`config.mk`:
```
export PLATFORM = sky130hd
export DESIGN_NAME = text_console_writer
export DESIGN_NICKNAME = d
export VERILOG_FILES = /design/src/hdl/tcw_pkg.sv /design/src/hdl/tcw_front.sv /design/src/hdl/tcw_rem.sv /design/src/hdl/tcw_back.sv /design/src/hdl/text_console_writer.sv
export VERILOG_INCLUDE_DIRS = /design/src /design/src/hdl
export SDC_FILE = /design/constraint.sdc
export NUM_CORES = 1
export LEC_CHECK = 0
export ABC_AREA = 1
export CAP_MARGIN = 20
export CELL_PAD_IN_SITES_DETAIL_PLACEMENT = 2
export CELL_PAD_IN_SITES_GLOBAL_PLACEMENT = 2
export CORE_AREA = 2 2 343 175
export DETAILED_ROUTE_END_ITERATION = 6
export DIE_AREA = 0 0 345 177
export DONT_BUFFER_PORTS = 1
export PLACE_DENSITY = 0.84
export SYNTH_ARGS = -nofsm -noshare
export SYNTH_HDL_FRONTEND = slang
export SYNTH_HIERARCHICAL = 1
export SYNTH_SLANG_ARGS = --single-unit
```
`constraint.sdc`:
```
create_clock -name clock -period 25.9 [get_ports clock]
set_input_delay 2.59 -clock clock [delete_from_list [all_inputs] [get_ports clock]]
set_output_delay 2.59 -clock clock [all_outputs]
set_load 0.05 [all_outputs]
```
`src/hdl/text_console_writer_defines.svh`:
```
// Assertion macros used by the text console writer back end.
`ifndef TEXT_CONSOLE_WRITER_DEFINES_SVH
`define TEXT_CONSOLE_WRITER_DEFINES_SVH

`ifndef NO_ASSERTIONS

// Same-cycle implication check.
`define TCW_ASSERT_IMP(label, clk, rst, ante, cons) \
   label: assert property (@(posedge clk) disable iff (rst) (ante) |-> (cons)) \
      else $error("text console writer: same-cycle check failed");

// Next-cycle implication check.
`define TCW_ASSERT_NXT(label, clk, rst, ante, cons) \
   label: assert property (@(posedge clk) disable iff (rst) (ante) |=> (cons)) \
      else $error("text console writer: next-cycle check failed");

`else

`define TCW_ASSERT_IMP(label, clk, rst, ante, cons)
`define TCW_ASSERT_NXT(label, clk, rst, ante, cons)

`endif

`endif

```
`src/hdl/tcw_pkg.sv`:
```
// Shared types and constants of the text console writer.
`timescale 1ns / 1ps

package tcw_pkg;

   // Limits applied to the column and memory size registers.
   localparam int MAX_CELLS   = 65536;
   localparam int MAX_COLUMNS = 128;

   // Field and datapath widths.
   localparam int OFFSET_W    = 16;
   localparam int COLUMN_W    = 7;
   localparam int COLS_W      = 8;
   localparam int ROWS_W      = 7;
   localparam int MEM_W       = 17;
   localparam int SCREEN_W    = 14;
   localparam int CSR_INDEX_W = 2;
   localparam int CSR_DATA_W  = 17;
   localparam int REM_DVD_W   = 18;
   localparam int REM_DVS_W   = 17;
   localparam int REM_OUT_W   = 16;

   // Character and operation codes.
   localparam logic [7:0] NEWLINE_CODE = 8'd10;
   localparam logic       OP_CHAR      = 1'b0;
   localparam logic       OP_END       = 1'b1;

   // Result kinds.
   localparam logic [1:0] KIND_CELL  = 2'd0;
   localparam logic [1:0] KIND_FILL  = 2'd1;
   localparam logic [1:0] KIND_START = 2'd2;

   // Configuration register indexes.
   localparam logic [CSR_INDEX_W-1:0] CSR_COLUMNS      = 2'd0;
   localparam logic [CSR_INDEX_W-1:0] CSR_ROWS         = 2'd1;
   localparam logic [CSR_INDEX_W-1:0] CSR_MEMORY_CELLS = 2'd2;

   // Input transaction payload.
   typedef struct packed {
      logic       operation;
      logic [7:0] char_code;
      logic [7:0] attribute;
   } req_payload_type;

   // Result transaction payload.
   typedef struct packed {
      logic [1:0]          kind;
      logic [OFFSET_W-1:0] address;
      logic [7:0]          run_length;
      logic [15:0]         cell_value;
      logic                last;
   } rsp_payload_type;

   // Item classes decided by the front end.
   typedef enum logic [1:0] {
      CLASS_CHAR,
      CLASS_NEWLINE,
      CLASS_END
   } cmd_class_type;

   // Classified item held in the queue.
   typedef struct packed {
      cmd_class_type cls;
      logic [7:0]    code;
      logic [7:0]    attribute;
   } cmd_type;

   // Remainder unit request and response.
   typedef struct packed {
      logic                 start;
      logic [REM_DVD_W-1:0] dividend;
      logic [REM_DVS_W-1:0] divisor;
   } rem_req_type;

   typedef struct packed {
      logic                 done;
      logic [REM_OUT_W-1:0] remainder;
   } rem_rsp_type;

   // Back end sequencer states.
   typedef enum logic [2:0] {
      ST_RUN,
      ST_REDUCE,
      ST_FILL,
      ST_CHECK,
      ST_START,
      ST_NORM_WO,
      ST_NORM_DS,
      ST_NORM_SCR
   } back_state_type;

endpackage

```
`src/hdl/tcw_front.sv`:
```
// Front end: classifies incoming transactions and queues them for the back end.
`timescale 1ns / 1ps

module tcw_front #(
   parameter int DEPTH = 4
) (
   input  logic                     clock,
   input  logic                     reset,
   input  logic                     req_valid,
   output logic                     req_ready,
   input  tcw_pkg::req_payload_type req_data,
   output logic                     cmd_valid,
   output tcw_pkg::cmd_type         cmd_data,
   input  logic                     cmd_pop
);
   import tcw_pkg::*;

   localparam int PTR_W = $clog2(DEPTH);
   localparam int CNT_W = $clog2(DEPTH + 1);

   cmd_type            entries_ff [DEPTH];
   logic [PTR_W-1:0]   wr_ptr_ff, wr_ptr_in;
   logic [PTR_W-1:0]   rd_ptr_ff, rd_ptr_in;
   logic [CNT_W-1:0]   count_ff, count_in;
   cmd_type            cmd_new;
   logic               push;

   // Decide what kind of work the transaction asks for.
   always_comb begin
      cmd_new.code      = req_data.char_code;
      cmd_new.attribute = req_data.attribute;
      if (req_data.operation == OP_END) begin
         cmd_new.cls = CLASS_END;
      end else if (req_data.char_code == NEWLINE_CODE) begin
         cmd_new.cls = CLASS_NEWLINE;
      end else begin
         cmd_new.cls = CLASS_CHAR;
      end
   end

   assign req_ready = (count_ff != CNT_W'(DEPTH));
   assign push      = req_valid && req_ready;
   assign cmd_valid = (count_ff != '0);
   assign cmd_data  = entries_ff[rd_ptr_ff];

   // Queue pointer and fill count updates.
   always_comb begin
      wr_ptr_in = wr_ptr_ff;
      rd_ptr_in = rd_ptr_ff;
      count_in  = count_ff;
      if (push) begin
         wr_ptr_in = (wr_ptr_ff == PTR_W'(DEPTH - 1)) ? '0 : wr_ptr_ff + 1'b1;
      end
      if (cmd_pop) begin
         rd_ptr_in = (rd_ptr_ff == PTR_W'(DEPTH - 1)) ? '0 : rd_ptr_ff + 1'b1;
      end
      if (push && !cmd_pop) begin
         count_in = count_ff + 1'b1;
      end else if (!push && cmd_pop) begin
         count_in = count_ff - 1'b1;
      end
   end

   always_ff @(posedge clock) begin
      if (reset) begin
         wr_ptr_ff <= '0;
         rd_ptr_ff <= '0;
         count_ff  <= '0;
      end else begin
         wr_ptr_ff <= wr_ptr_in;
         rd_ptr_ff <= rd_ptr_in;
         count_ff  <= count_in;
      end
   end

   // Queue storage.
   always_ff @(posedge clock) begin
      if (push) begin
         entries_ff[wr_ptr_ff] <= cmd_new;
      end
   end

endmodule

```
`src/hdl/tcw_rem.sv`:
```
// Bit-serial remainder unit used for offset and screen size reduction.
`timescale 1ns / 1ps

module tcw_rem (
   input  logic                 clock,
   input  logic                 reset,
   input  tcw_pkg::rem_req_type rem_req,
   output tcw_pkg::rem_rsp_type rem_rsp
);
   import tcw_pkg::*;

   localparam int CNT_W = $clog2(REM_DVD_W);

   logic                 busy_ff, busy_in;
   logic                 done_ff, done_in;
   logic [CNT_W-1:0]     cnt_ff, cnt_in;
   logic [REM_DVD_W-1:0] dvd_ff, dvd_in;
   logic [REM_DVS_W-1:0] dvs_ff, dvs_in;
   logic [REM_OUT_W-1:0] acc_ff, acc_in;
   logic [REM_OUT_W:0]   acc_shift;
   logic [REM_OUT_W:0]   acc_diff;

   // One restoring step: bring down the next dividend bit and subtract if it fits.
   assign acc_shift = {acc_ff, dvd_ff[REM_DVD_W-1]};
   assign acc_diff  = acc_shift - dvs_ff;

   always_comb begin
      busy_in = busy_ff;
      done_in = 1'b0;
      cnt_in  = cnt_ff;
      dvd_in  = dvd_ff;
      dvs_in  = dvs_ff;
      acc_in  = acc_ff;
      if (rem_req.start) begin
         busy_in = 1'b1;
         cnt_in  = CNT_W'(REM_DVD_W - 1);
         dvd_in  = rem_req.dividend;
         dvs_in  = rem_req.divisor;
         acc_in  = '0;
      end else if (busy_ff) begin
         dvd_in = {dvd_ff[REM_DVD_W-2:0], 1'b0};
         acc_in = (acc_shift >= dvs_ff) ? acc_diff[REM_OUT_W-1:0]
                                         : acc_shift[REM_OUT_W-1:0];
         if (cnt_ff == '0) begin
            busy_in = 1'b0;
            done_in = 1'b1;
         end else begin
            cnt_in = cnt_ff - 1'b1;
         end
      end
   end

   always_ff @(posedge clock) begin
      if (reset) begin
         busy_ff <= 1'b0;
         done_ff <= 1'b0;
         cnt_ff  <= '0;
      end else begin
         busy_ff <= busy_in;
         done_ff <= done_in;
         cnt_ff  <= cnt_in;
      end
   end

   // Datapath registers.
   always_ff @(posedge clock) begin
      dvd_ff <= dvd_in;
      dvs_ff <= dvs_in;
      acc_ff <= acc_in;
   end

   assign rem_rsp.done      = done_ff;
   assign rem_rsp.remainder = acc_ff;

endmodule

```
`src/hdl/tcw_back.sv`:
```
// Back end: configuration registers, console state and result generation.
`timescale 1ns / 1ps
`include "text_console_writer_defines.svh"

module tcw_back (
   input  logic                              clock,
   input  logic                              reset,
   input  logic                              csr_we,
   input  logic [tcw_pkg::CSR_INDEX_W-1:0]   csr_index,
   input  logic [tcw_pkg::CSR_DATA_W-1:0]    csr_wdata,
   input  logic                              cmd_valid,
   input  tcw_pkg::cmd_type                  cmd_data,
   output logic                              cmd_pop,
   output tcw_pkg::rem_req_type              rem_req,
   input  tcw_pkg::rem_rsp_type              rem_rsp,
   output logic                              rsp_valid,
   input  logic                              rsp_ready,
   output tcw_pkg::rsp_payload_type          rsp_data
);
   import tcw_pkg::*;

   // Configuration registers.
   logic [COLS_W-1:0]   cols_ff, cols_in;
   logic [ROWS_W-1:0]   rows_ff, rows_in;
   logic [MEM_W-1:0]    mem_ff, mem_in;

   // Console state.
   back_state_type      state_ff, state_in;
   logic                dirty_ff, dirty_in;
   logic [OFFSET_W-1:0] wo_ff, wo_in;
   logic [OFFSET_W-1:0] ds_ff, ds_in;
   logic [COLUMN_W-1:0] col_ff, col_in;
   logic [SCREEN_W-1:0] screen_ff, screen_in;
   logic [SCREEN_W-1:0] smod_ff, smod_in;

   // Pending fill and output register.
   logic [OFFSET_W-1:0] pend_addr_ff, pend_addr_in;
   logic [7:0]          pend_run_ff, pend_run_in;
   logic [7:0]          pend_attr_ff, pend_attr_in;
   logic                pend_end_ff, pend_end_in;
   logic                out_valid_ff, out_valid_in;
   rsp_payload_type     rsp_ff, rsp_in;

   // Derived values.
   logic [COLS_W-1:0]   eff_cols;
   logic [ROWS_W-1:0]   eff_rows;
   logic [MEM_W-1:0]    eff_mem;
   logic [SCREEN_W:0]   screen_prod;
   logic                out_free;
   logic [COLS_W-1:0]   fill_run;
   logic [OFFSET_W:0]   fill_sum;
   logic [OFFSET_W:0]   fill_wrap;
   logic                sum_lt_mem;
   logic                sum_lt_2mem;
   logic [OFFSET_W:0]   wo_inc;
   logic [COLS_W-1:0]   col_inc;
   logic [OFFSET_W:0]   end_addr;
   logic [OFFSET_W+1:0] wrap_sum;
   logic                off_screen;
   logic [OFFSET_W-1:0] new_start;
   logic                settled;

   // Register values as the datapath uses them.
   always_comb begin
      if (cols_ff == '0) begin
         eff_cols = COLS_W'(1);
      end else if (cols_ff > COLS_W'(MAX_COLUMNS)) begin
         eff_cols = COLS_W'(MAX_COLUMNS);
      end else begin
         eff_cols = cols_ff;
      end
      eff_rows = (rows_ff == '0) ? ROWS_W'(1) : rows_ff;
      if (mem_ff == '0) begin
         eff_mem = MEM_W'(1);
      end else if (mem_ff > MEM_W'(MAX_CELLS)) begin
         eff_mem = MEM_W'(MAX_CELLS);
      end else begin
         eff_mem = mem_ff;
      end
   end

   assign screen_prod = (SCREEN_W + 1)'(eff_cols) * (SCREEN_W + 1)'(eff_rows);
   assign out_free    = !out_valid_ff || rsp_ready;

   // Next write offset and column for characters and fills.
   assign fill_run    = eff_cols - COLS_W'(col_ff);
   assign fill_sum    = (OFFSET_W + 1)'(wo_ff) + (OFFSET_W + 1)'(fill_run);
   assign fill_wrap   = fill_sum - eff_mem;
   assign sum_lt_mem  = fill_sum < eff_mem;
   assign sum_lt_2mem = {1'b0, fill_sum} < {eff_mem, 1'b0};
   assign wo_inc      = (OFFSET_W + 1)'(wo_ff) + 1'b1;
   assign col_inc     = COLS_W'(col_ff) + 1'b1;

   // Wrap-aware visibility check and the display start that follows it.
   assign end_addr   = (OFFSET_W + 1)'(ds_ff) + (OFFSET_W + 1)'(screen_ff);
   assign wrap_sum   = (OFFSET_W + 2)'(wo_ff) + (OFFSET_W + 2)'(eff_mem);
   assign off_screen = ((OFFSET_W + 1)'(wo_ff) > end_addr) ||
                       ((wo_ff < ds_ff) && (wrap_sum > (OFFSET_W + 2)'(end_addr)));
   assign new_start  = (wo_ff >= OFFSET_W'(smod_ff)) ? wo_ff - OFFSET_W'(smod_ff)
                     : OFFSET_W'(wrap_sum - (OFFSET_W + 2)'(smod_ff));

   // Sequencer: next state, state updates and result emission.
   always_comb begin
      state_in     = state_ff;
      dirty_in     = dirty_ff;
      wo_in        = wo_ff;
      ds_in        = ds_ff;
      col_in       = col_ff;
      screen_in    = screen_ff;
      smod_in      = smod_ff;
      pend_addr_in = pend_addr_ff;
      pend_run_in  = pend_run_ff;
      pend_attr_in = pend_attr_ff;
      pend_end_in  = pend_end_ff;
      out_valid_in = out_valid_ff && !rsp_ready;
      rsp_in       = rsp_ff;
      cmd_pop      = 1'b0;
      rem_req.start    = 1'b0;
      rem_req.dividend = REM_DVD_W'(wo_ff);
      rem_req.divisor  = eff_mem;

      case (state_ff)
         ST_RUN: begin
            if (dirty_ff) begin
               // Registers changed: reduce the offsets and screen size again.
               // A write that lands during the pass marks the state dirty again.
               rem_req.start    = 1'b1;
               rem_req.dividend = REM_DVD_W'(wo_ff);
               screen_in        = SCREEN_W'(screen_prod);
               dirty_in         = 1'b0;
               state_in         = ST_NORM_WO;
            end else if (cmd_valid && out_free) begin
               cmd_pop = 1'b1;
               case (cmd_data.cls)
                  CLASS_CHAR: begin
                     out_valid_in       = 1'b1;
                     rsp_in.kind        = KIND_CELL;
                     rsp_in.address     = wo_ff;
                     rsp_in.run_length  = 8'd1;
                     rsp_in.cell_value  = {cmd_data.attribute, cmd_data.code};
                     rsp_in.last        = 1'b1;
                     wo_in  = (wo_inc == eff_mem) ? '0 : wo_inc[OFFSET_W-1:0];
                     col_in = (col_inc >= eff_cols) ? '0 : col_inc[COLUMN_W-1:0];
                  end
                  CLASS_NEWLINE, CLASS_END: begin
                     pend_addr_in = wo_ff;
                     pend_run_in  = fill_run;
                     pend_attr_in = cmd_data.attribute;
                     pend_end_in  = (cmd_data.cls == CLASS_END);
                     col_in       = '0;
                     if (sum_lt_2mem) begin
                        wo_in = sum_lt_mem ? fill_sum[OFFSET_W-1:0]
                                           : fill_wrap[OFFSET_W-1:0];
                        if (cmd_data.cls == CLASS_END) begin
                           state_in = ST_CHECK;
                        end else begin
                           out_valid_in      = 1'b1;
                           rsp_in.kind       = KIND_FILL;
                           rsp_in.address    = wo_ff;
                           rsp_in.run_length = fill_run;
                           rsp_in.cell_value = {cmd_data.attribute, 8'h00};
                           rsp_in.last       = 1'b1;
                        end
                     end else begin
                        // The run wraps the memory more than once.
                        rem_req.start    = 1'b1;
                        rem_req.dividend = REM_DVD_W'(fill_sum);
                        state_in         = ST_REDUCE;
                     end
                  end
                  default: begin
                  end
               endcase
            end
         end
         ST_REDUCE: begin
            if (rem_rsp.done) begin
               wo_in    = rem_rsp.remainder;
               state_in = pend_end_ff ? ST_CHECK : ST_FILL;
            end
         end
         ST_FILL: begin
            if (out_free) begin
               out_valid_in      = 1'b1;
               rsp_in.kind       = KIND_FILL;
               rsp_in.address    = pend_addr_ff;
               rsp_in.run_length = pend_run_ff;
               rsp_in.cell_value = {pend_attr_ff, 8'h00};
               rsp_in.last       = 1'b1;
               state_in          = ST_RUN;
            end
         end
         ST_CHECK: begin
            if (out_free) begin
               out_valid_in      = 1'b1;
               rsp_in.kind       = KIND_FILL;
               rsp_in.address    = pend_addr_ff;
               rsp_in.run_length = pend_run_ff;
               rsp_in.cell_value = {pend_attr_ff, 8'h00};
               rsp_in.last       = !off_screen;
               if (off_screen) begin
                  ds_in    = new_start;
                  state_in = ST_START;
               end else begin
                  state_in = ST_RUN;
               end
            end
         end
         ST_START: begin
            if (out_free) begin
               out_valid_in      = 1'b1;
               rsp_in.kind       = KIND_START;
               rsp_in.address    = ds_ff;
               rsp_in.run_length = '0;
               rsp_in.cell_value = '0;
               rsp_in.last       = 1'b1;
               state_in          = ST_RUN;
            end
         end
         ST_NORM_WO: begin
            if (rem_rsp.done) begin
               wo_in            = rem_rsp.remainder;
               rem_req.start    = 1'b1;
               rem_req.dividend = REM_DVD_W'(ds_ff);
               state_in         = ST_NORM_DS;
            end
         end
         ST_NORM_DS: begin
            if (rem_rsp.done) begin
               ds_in            = rem_rsp.remainder;
               rem_req.start    = 1'b1;
               rem_req.dividend = REM_DVD_W'(screen_ff);
               state_in         = ST_NORM_SCR;
            end
         end
         ST_NORM_SCR: begin
            if (rem_rsp.done) begin
               smod_in  = SCREEN_W'(rem_rsp.remainder);
               if (COLS_W'(col_ff) >= eff_cols) begin
                  col_in = COLUMN_W'(eff_cols - 1'b1);
               end
               state_in = ST_RUN;
            end
         end
         default: begin
            state_in = ST_RUN;
         end
      endcase

      // Any register write forces a new reduction pass.
      if (csr_we) begin
         dirty_in = 1'b1;
      end
   end

   // Configuration writes.
   always_comb begin
      cols_in = cols_ff;
      rows_in = rows_ff;
      mem_in  = mem_ff;
      if (csr_we) begin
         case (csr_index)
            CSR_COLUMNS:      cols_in = csr_wdata[COLS_W-1:0];
            CSR_ROWS:         rows_in = csr_wdata[ROWS_W-1:0];
            CSR_MEMORY_CELLS: mem_in  = csr_wdata[MEM_W-1:0];
            default: begin
            end
         endcase
      end
   end

   always_ff @(posedge clock) begin
      if (reset) begin
         cols_ff      <= COLS_W'(80);
         rows_ff      <= ROWS_W'(25);
         mem_ff       <= MEM_W'(65520);
         state_ff     <= ST_RUN;
         dirty_ff     <= 1'b1;
         wo_ff        <= '0;
         ds_ff        <= '0;
         col_ff       <= '0;
         out_valid_ff <= 1'b0;
      end else begin
         cols_ff      <= cols_in;
         rows_ff      <= rows_in;
         mem_ff       <= mem_in;
         state_ff     <= state_in;
         dirty_ff     <= dirty_in;
         wo_ff        <= wo_in;
         ds_ff        <= ds_in;
         col_ff       <= col_in;
         out_valid_ff <= out_valid_in;
      end
   end

   // Payload registers.
   always_ff @(posedge clock) begin
      screen_ff    <= screen_in;
      smod_ff      <= smod_in;
      pend_addr_ff <= pend_addr_in;
      pend_run_ff  <= pend_run_in;
      pend_attr_ff <= pend_attr_in;
      pend_end_ff  <= pend_end_in;
      rsp_ff       <= rsp_in;
   end

   assign rsp_valid = out_valid_ff;
   assign rsp_data  = rsp_ff;

   // The console state is reduced and waiting for work.
   assign settled = (state_ff == ST_RUN) && !dirty_ff;

   // Offsets and column stay inside the configured geometry once reduced.
   `TCW_ASSERT_IMP(a_offset_in_range, clock, reset, settled, MEM_W'(wo_ff) < eff_mem)
   `TCW_ASSERT_IMP(a_start_in_range, clock, reset, settled, MEM_W'(ds_ff) < eff_mem)
   `TCW_ASSERT_IMP(a_column_in_range, clock, reset, settled, COLS_W'(col_ff) < eff_cols)
   // A display start is only announced right after the closing fill.
   `TCW_ASSERT_NXT(a_start_after_check, clock, reset, (state_ff != ST_CHECK) && (state_ff != ST_START), state_ff != ST_START)

endmodule

```
`src/hdl/text_console_writer.sv`:
```
// Top level of the text console writer.
`timescale 1ns / 1ps

// Turns message characters into cell writes, blank fill runs and display start moves
// for a circular text memory. Characters and newlines are taken one per clock while
// the queue has room; an accepted transaction is first stored in the queue and then
// turned by the back end into a result in the output register. The queue between
// front and back end and the output register keep input and output flowing
// independently. An end-of-message item passes the back end's check state, and also
// its start state when the display start moves. A fill run that passes the memory
// end more than once (memory smaller than the run) goes through the bit-serial
// remainder unit. After reset and after every configuration write the back end
// reduces the write offset, the display start and the screen size by the memory
// size in three remainder passes while queued items wait; a write that lands
// during such a pass starts another full pass once it ends.
module text_console_writer #(
   parameter int QUEUE_DEPTH = 4
) (
   input  logic                              clock,
   input  logic                              reset,
   input  logic                              req_valid,
   output logic                              req_ready,
   input  tcw_pkg::req_payload_type          req_data,
   output logic                              rsp_valid,
   input  logic                              rsp_ready,
   output tcw_pkg::rsp_payload_type          rsp_data,
   input  logic                              csr_we,
   input  logic [tcw_pkg::CSR_INDEX_W-1:0]   csr_index,
   input  logic [tcw_pkg::CSR_DATA_W-1:0]    csr_wdata
);
   import tcw_pkg::*;

   logic        cmd_valid;
   cmd_type     cmd_data;
   logic        cmd_pop;
   rem_req_type rem_req;
   rem_rsp_type rem_rsp;

   // Classification and queue.
   tcw_front #(
      .DEPTH (QUEUE_DEPTH)
   ) u_front (
      .clock     (clock),
      .reset     (reset),
      .req_valid (req_valid),
      .req_ready (req_ready),
      .req_data  (req_data),
      .cmd_valid (cmd_valid),
      .cmd_data  (cmd_data),
      .cmd_pop   (cmd_pop)
   );

   // Shared remainder unit.
   tcw_rem u_rem (
      .clock   (clock),
      .reset   (reset),
      .rem_req (rem_req),
      .rem_rsp (rem_rsp)
   );

   // Console state and result generation.
   tcw_back u_back (
      .clock     (clock),
      .reset     (reset),
      .csr_we    (csr_we),
      .csr_index (csr_index),
      .csr_wdata (csr_wdata),
      .cmd_valid (cmd_valid),
      .cmd_data  (cmd_data),
      .cmd_pop   (cmd_pop),
      .rem_req   (rem_req),
      .rem_rsp   (rem_rsp),
      .rsp_valid (rsp_valid),
      .rsp_ready (rsp_ready),
      .rsp_data  (rsp_data)
   );

endmodule

```
==> run_results.csv, run 1 <==
group,metric,value,unit
clock_network,clk_pin_slew,70,ps
global_routing,grt_max_degree,59,
synth,synth.area.top_cells,"edfxtp_1 (26%), nand2_1 (12%), ha_1 (12%), dfxtp_1 (8.9%), inv_1 (6.4%)",
outcome,status,"finished clean",
timing,finalSetupTns,0,ps
timing,maxSlewViolCount,0,
setup_path,start_kind,"flip-flop",
clock_network,cts_buffers,31,
timing,tightest_slew,1124,ps
synth,ys_ff_latch,319,
job,drv_cap,0,
worst_hold_path,min-delay-path-class,"reg -> reg",
timing,report.final.setup_viol,0,
placement,gp_congestion,0.9736,
setup_path,crit_start,"u_back/cols_ff[7]",
clock_network,cts_htree_levels,1,
timing,rsz0062_at_grt,"no",
power,p_sw,0.002147,W
floorplan,core_area,58330,um2
clock_network,postCtsHoldBufs,0,
cells_and_area,nNetsFinal,3428,
worst_hold_path,min_from,"u_back/wo_ff[11]",
placement,io_buffer_count,0,
floorplan,ios,86,
power,p_sw_frac,0.5679,
synth,yosysWarnings,6,
floorplan,start_util,0.4149,
floorplan,die-area,61070,um2
clock_network,clockRootBuffer,"clkbuf_16",
cells_and_area,layout.area.seq,8498,um2
timing,relSlewSlack,0.2489,
global_routing,antenna_found_initial,5,
cells_and_area,final_core_util,0.4464,
power,powerDensity,145.2,nW/um2
clock_network,cts_resized,0,
cells_and_area,final_cell_mix,"nand2_1 (778), inv_1 (409), nor2_1 (271), ha_1 (223), a21oi_1 (222)",
cells_and_area,drive_gt1_frac,0.05711,
cells_and_area,fillerInstances,6707,
power,power,0.003780,W
synth,synthCells,3143,
synth,post-synth-top-area-fraction,0.2618,
power,p_int,0.001633,W
power,p_leak,12.11,nW
clock_network,post_cts_buffers,0,
global_routing,track_usage,0.3779,
setup_path,r2r_start,"u_back/cols_ff[7]",
timing,hold_viol,0,
worst_hold_path,min_path_cells,2,
setup_path,critPathMaxFanout,41,
floorplan,die_y,177,um
timing,clock.fmax,124.4,MHz
setup_path,slowest_delay,860,ps
clock_network,insertion_delay,640,ps
routing,postRouteAntennaNets,0,
timing,fin_crit_sh,0.3103,
power,pwr-share-clk,0.126,
placement,place_area,25020,um2
global_routing,overflow,0,
setup_path,crit_path_top_delay_cell,"dfxtp_1",
cells_and_area,layout_commonest_cell,"nand2_1",
global_routing,grt_pass1_vias,24614,
timing,fin_skew,17.17,ps
synth,yosys.area.top_type,"edfxtp_1",
power,p_seq_frac,0.257,
synth,avgSynthCellArea,7.700,um2
setup_path,path_class,"reg -> reg",
clock_network,cts_sinks,319,
cells_and_area,multi_input_area,13590,um2
routing,drt-wirelength-per-cell,29.87,um
setup_path,reg2reg_depth,33,
clock_network,clock_path_buffers,3,
synth,async_flop_share,0,
clock_network,cts_tree,"done",
routing,drtPass1Iterations,6,
cells_and_area,design_area,26040,um2
floorplan,rows,63,
routing,drt_wl_total,117500,um
placement,hpwlAfterDp,93940,um
setup_path,cp_common_cell,"nand2_1",
synth,synth_fp_nets,3444,
power,ir_worst_vdd,0.00006817,V
synth,synth_ff_type,"edfxtp_1",
floorplan,dieWidth,345,um
power,pwr-share-comb,0.617,
synth,yosys.cell_types.count,61,
routing,drc,0,
global_routing,grt_pass1_wl,169600,um
synth,synth-seq-area-share,0.3512,
setup_path,cp_data_arrival_time,8570,ps
routing,vias_per_cell,6.085,
synth,netlist_area,24200,um2
routing,drt_iter0_markers,2684,
synth,synth_enable_flop_cells,211,
setup_path,critPathRequiredTime,26430,ps
cells_and_area,area_growth_syn_to_layout,7.595,%
setup_path,endpoint_kind,"flip-flop",
routing,vias,23946,
timing,layout_min_cycle_time,8038,ps
[through the flow]
step / setup WS, ps / std cells / hold WS [ps]
2_1_floorplan: 14090 / 3143 / 444.5
3_3_place_gp: 18760 / 3871 / 446.6
3_5_place_dp: 18180 / 3872 / 468.4
6_report: 17860 / 3935 / 488.6
5_1_grt: 17380 / 3932 / 515.0
4_1_cts: 18120 / 3930 / 481.0
[cells by family after synthesis]
group                    count (synthesis)  synth area share
XOR/XNOR                               113           0.04090
adder cells (fa/ha/maj)                260            0.1459
flip-flops                             319            0.3512
AND/OR/NAND/NOR                       1389            0.2422
AO/OA/AOI/OAI                          539            0.1311
buffers and inverters                  522           0.08867
other                                    1         0.0001550
[layer usage]
metal / GRT usage / wire (um) / vias up
li1: - / - / 10425
met1: 0.5655 / 54820 / 12156
met2: 0.5283 / 45940 / 1206
met3: 0.1154 / 14240 / 155
met4: 0.07876 / 2533 / 4
met5: 0 / 21 / -
[cell usage after synthesis, types with 3 or more instances]
master	count
o31ai_1	7
o22ai_2	8
inv_1	410
inv_2	10
o21ai_2	16
xor2_1	84
nand2_2	12
nand2_4	3
buf_2	17
a22o_1	16
o22ai_1	14
fa_1	37
clkbuf_1	44
nand3b_1	20
a21boi_0	4
nand4_1	32
buf_1	8
buf_6	10
a211oi_1	3
a21oi_1	222
o21ai_0	151
a21o_1	11
o221ai_1	18
nor4_1	7
o21a_1	3
o21ai_1	12
xnor2_1	29
nand2_1	778
nand3_1	202
buf_4	13
o21bai_1	10
nor2_2	18
or2_2	5
edfxtp_1	211
a221oi_1	6
nor2_1	273
clkinv_1	5
a31oi_1	10
nand3_2	6
dfxtp_1	108
nor3_1	24
ha_1	223
o211ai_1	21
[power by group through the flow]
stage	clock [W]	sequential [W]	combinational, W
after global placement	0	0.000969	0.00207
after CTS	0.000478	0.000968	0.00225
after floorplan	0	0.000928	0.00139
final	0.000474	0.000972	0.00233
after global routing	0.000495	0.000976	0.00252
after detailed placement	0	0.000976	0.00223
[state kept, by name, summed over array words and instances, names as in the netlist, 16 cells and up, named ones only]
name                 cells
u_front/entries_ff      72
u_back/rsp_data         43
u_rem/dvd_ff            18
u_back/mem_ff           17
u_rem/dvs_ff            17
u_back/ds_ff            16
u_back/pend_addr_ff     16
u_back/wo_ff            16
u_rem/acc_ff            16
[critical path: cells and delay by family (launching register included)]
family                     cells  cell delay, ps
adders and majority gates      4            1350
and+or+nand+nor               15            2270
DFF                            1             860
AOI/OAI and AO/OA              4             930
buffers and inverters          8            1950
xor gates and xnor gates       2             530
[path summary, 6_finish.rpt]
path,end,slack [ps]
worst max register to register,u_rem/acc_ff[3],17860
worst min register to register,u_back/wo_ff[11],490
worst min-delay path,u_back/wo_ff[11],490
worst max-delay path,u_rem/acc_ff[3],17860
[layout make-up]
| cell class | instances | area share |
|---|---|---|
| inverter | 427 | 0.06203 |
| sequential | 319 | 0.3264 |
| tap | 780 | 0.03748 |
| timing repair buffer | 46 | 0.01418 |
| clock buffer | 38 | 0.03080 |
| clock inverter | 20 | 0.006775 |
| antenna | 3 | 0.0002883 |
| multi-input combinational | 2302 | 0.5221 |
Note: power is estimated with default switching activity, not from simulation.
==> run 2: changes to the inputs <==
CORE_AREA = 2 2 375 191   (was 2 2 343 175)
DIE_AREA = 0 0 377 193   (was 0 0 345 177)
PLACE_DENSITY = 0.75   (was 0.84)
clock period = 6.8 ns   (was 25.9 ns; I/O delays follow)
==> run_results.csv, run 2 (synthesis results as in run 1) <==
group,metric,value,unit
floorplan,die-area,72760,um2
power,p_seq_frac,0.246,
cells_and_area,layout_commonest_cell,"nand2_1",
routing,vias_per_cell,5.808,
global_routing,track_usage,0.3176,
routing,postRouteAntennaNets,0,
clock_network,cts_buffers,35,
routing,wl_met1,57960,um
routing,met3_length,11970,um
timing,clock.fmax,154.4,MHz
power,p_leak,12.44,nW
power,pwr-share-comb,0.605,
global_routing,grt_pass1_vias,24367,
timing,report.final.setup_viol,0,
power,p_sw,0.008380,W
cells_and_area,largest-register,"u_front/entries_ff",
setup_path,start_kind,"flip-flop",
routing,drtPass1Iterations,5,
routing,drt_iter0_markers,2564,
routing,routed-wl-met2,45330,um
floorplan,die_y,193,um
power,powerDensity,563.3,nW/um2
clock_network,cts_tree,"done",
setup_path,crit_path_top_delay_cell,"xor2_1",
cells_and_area,largest_register_ffs,72,
floorplan,ios,86,
floorplan,rows,69,
routing,drt_wl_total,117100,um
setup_path,endpoint_kind,"flip-flop",
clock_network,clk_pin_slew,70,ps
clock_network,clock_path_buffers,3,
placement,hpwlAfterDp,93360,um
floorplan,start_util,0.3461,
routing,highest_layer,"met5",
cells_and_area,fillerInstances,8070,
timing,maxSlewViolCount,0,
routing,drt-wirelength-per-cell,28.47,um
timing,fin_skew,25.67,ps
global_routing,antenna_found_initial,5,
setup_path,critPathRequiredTime,7280,ps
outcome,status,"finished clean",
global_routing,overflow,0,
placement,gp_congestion,0.9489,
setup_path,cp_data_arrival_time,6960,ps
timing,holdWs,164.5,ps
placement,io_buffer_count,0,
clock_network,postCtsHoldBufs,0,
setup_path,critPathMaxFanout,27,
timing,tightest_slew,1099,ps
global_routing,grt_max_degree,37,
clock_network,cts_sinks,319,
timing,hold_viol,0,
power,ir_worst_vdd,0.0002918,V
cells_and_area,area_growth_syn_to_layout,11.10,%
timing,fin_ws,321.3,ps
timing,relSlewSlack,0.2659,
job,drv_cap,0,
cells_and_area,drive_gt1_frac,0.07750,
floorplan,core_area,69930,um2
setup_path,slowest_delay,570,ps
cells_and_area,final_cell_mix,"nand2_1 (776), inv_1 (405), nor2_1 (268), ha_1 (221), a21oi_1 (219)",
cells_and_area,fin_cells,4112,
cells_and_area,nNetsFinal,3461,
clock_network,clockRootBuffer,"clkbuf_16",
timing,layout_min_cycle_time,6479,ps
setup_path,path_class,"reg -> reg",
timing,fin_crit_sh,0.9527,
clock_network,insertion_delay,610,ps
power,p_sw_frac,0.5533,
power,pwr-share-clk,0.148,
placement,dp_slack,-1.560,ps
routing,drc,0,
setup_path,cp_common_cell,"nand2_1",
clock_network,cts_htree_levels,2,
power,p_int,0.006765,W
routing,vias,23882,
timing,finalSetupTns,0,ps
worst_hold_path,min-delay-path-class,"in -> reg",
global_routing,grt_pass1_wl,169000,um
placement,place_inst,4041,
floorplan,dieWidth,377,um
[run 2: cell count changes in the layout (fill, tap and decap cells not counted), moves of 5 or more]
cell	previous run	this run
clkbuf_1	7	0
bufinv_16	2	7
clkbuf_16	31	37
buf_4	44	69
[run 2: timing repair]
item | 4_1_cts | 5_1_grt
endpoints found under the setup margin | 41 | 145
resized for setup | 3 | 28
buffers inserted | 1 | 4
pin swaps | 1 | 3
gates cloned | 0 | 0
[run 2: metrics by stage]
stage               cell area (um2)    util  total power [W]
detailed placement            25430  0.3636          0.01247
global route                  26880  0.3844          0.01599
CTS                           26730  0.3823          0.01482
global placement              25420  0.3635          0.01196
finish                        26890  0.3845          0.01515
floorplan                     24220       -         0.008801
[run 2: area by class of cell]
type / instances / area, um2 / area share
sequential: 319 / 8498 / 0.3161
multi-input combinational: 2302 / 13710 / 0.5099
inverter: 427 / 1619 / 0.06022
clock inverter: 26 / 354.1 / 0.01317
antenna: 2 / 5.005 / 0.0001862
clock buffer: 38 / 939.7 / 0.03495
timing repair buffer: 75 / 606.8 / 0.02257
tap: 923 / 1155 / 0.04295
[run 2: worst max-delay path, delay by kind of cell, from the launching register on]
family	cells	cell delay, ps
and+or+nand+nor	20	2980
AOI/OAI and AO/OA	4	870
buffers and inverters	3	780
adders and majority gates	2	740
xor gates and xnor gates	1	570
DFF	1	380
[run 2: layer usage]
| layer | global-route usage | vias up |
|---|---|---|
| li1 | - | 10489 |
| met3 | 0.07309 | 116 |
| met1 | 0.5016 | 12253 |
| met5 | 0 | - |
| met4 | 0.05769 | 2 |
| met2 | 0.4328 | 1022 |
[run 2: power by group through the flow]
| stage | logic [W] | registers [W] | clock network [W] |
|---|---|---|---|
| after global routing | 0.00991 | 0.00375 | 0.00234 |
| after CTS | 0.00884 | 0.00371 | 0.00227 |
| final | 0.00917 | 0.00373 | 0.00224 |
| after global placement | 0.00824 | 0.00372 | 0 |
| after detailed placement | 0.00873 | 0.00374 | 0 |
| after floorplan | 0.00531 | 0.00349 | 0 |
[run 2: worst paths after layout]
path                          start                         to  slack (ps)  depth (start not counted)
setup / recovery  u_back/mem_ff[10]            u_back/ds_ff[5]         320                         30
setup reg to reg  u_back/mem_ff[10]            u_back/ds_ff[5]         320                         30
hold / removal         req_data[11]  u_front/entries_ff[3][11]         160                          0
hold reg to reg    u_back/mem_ff[0]           u_back/mem_ff[0]         520                          2
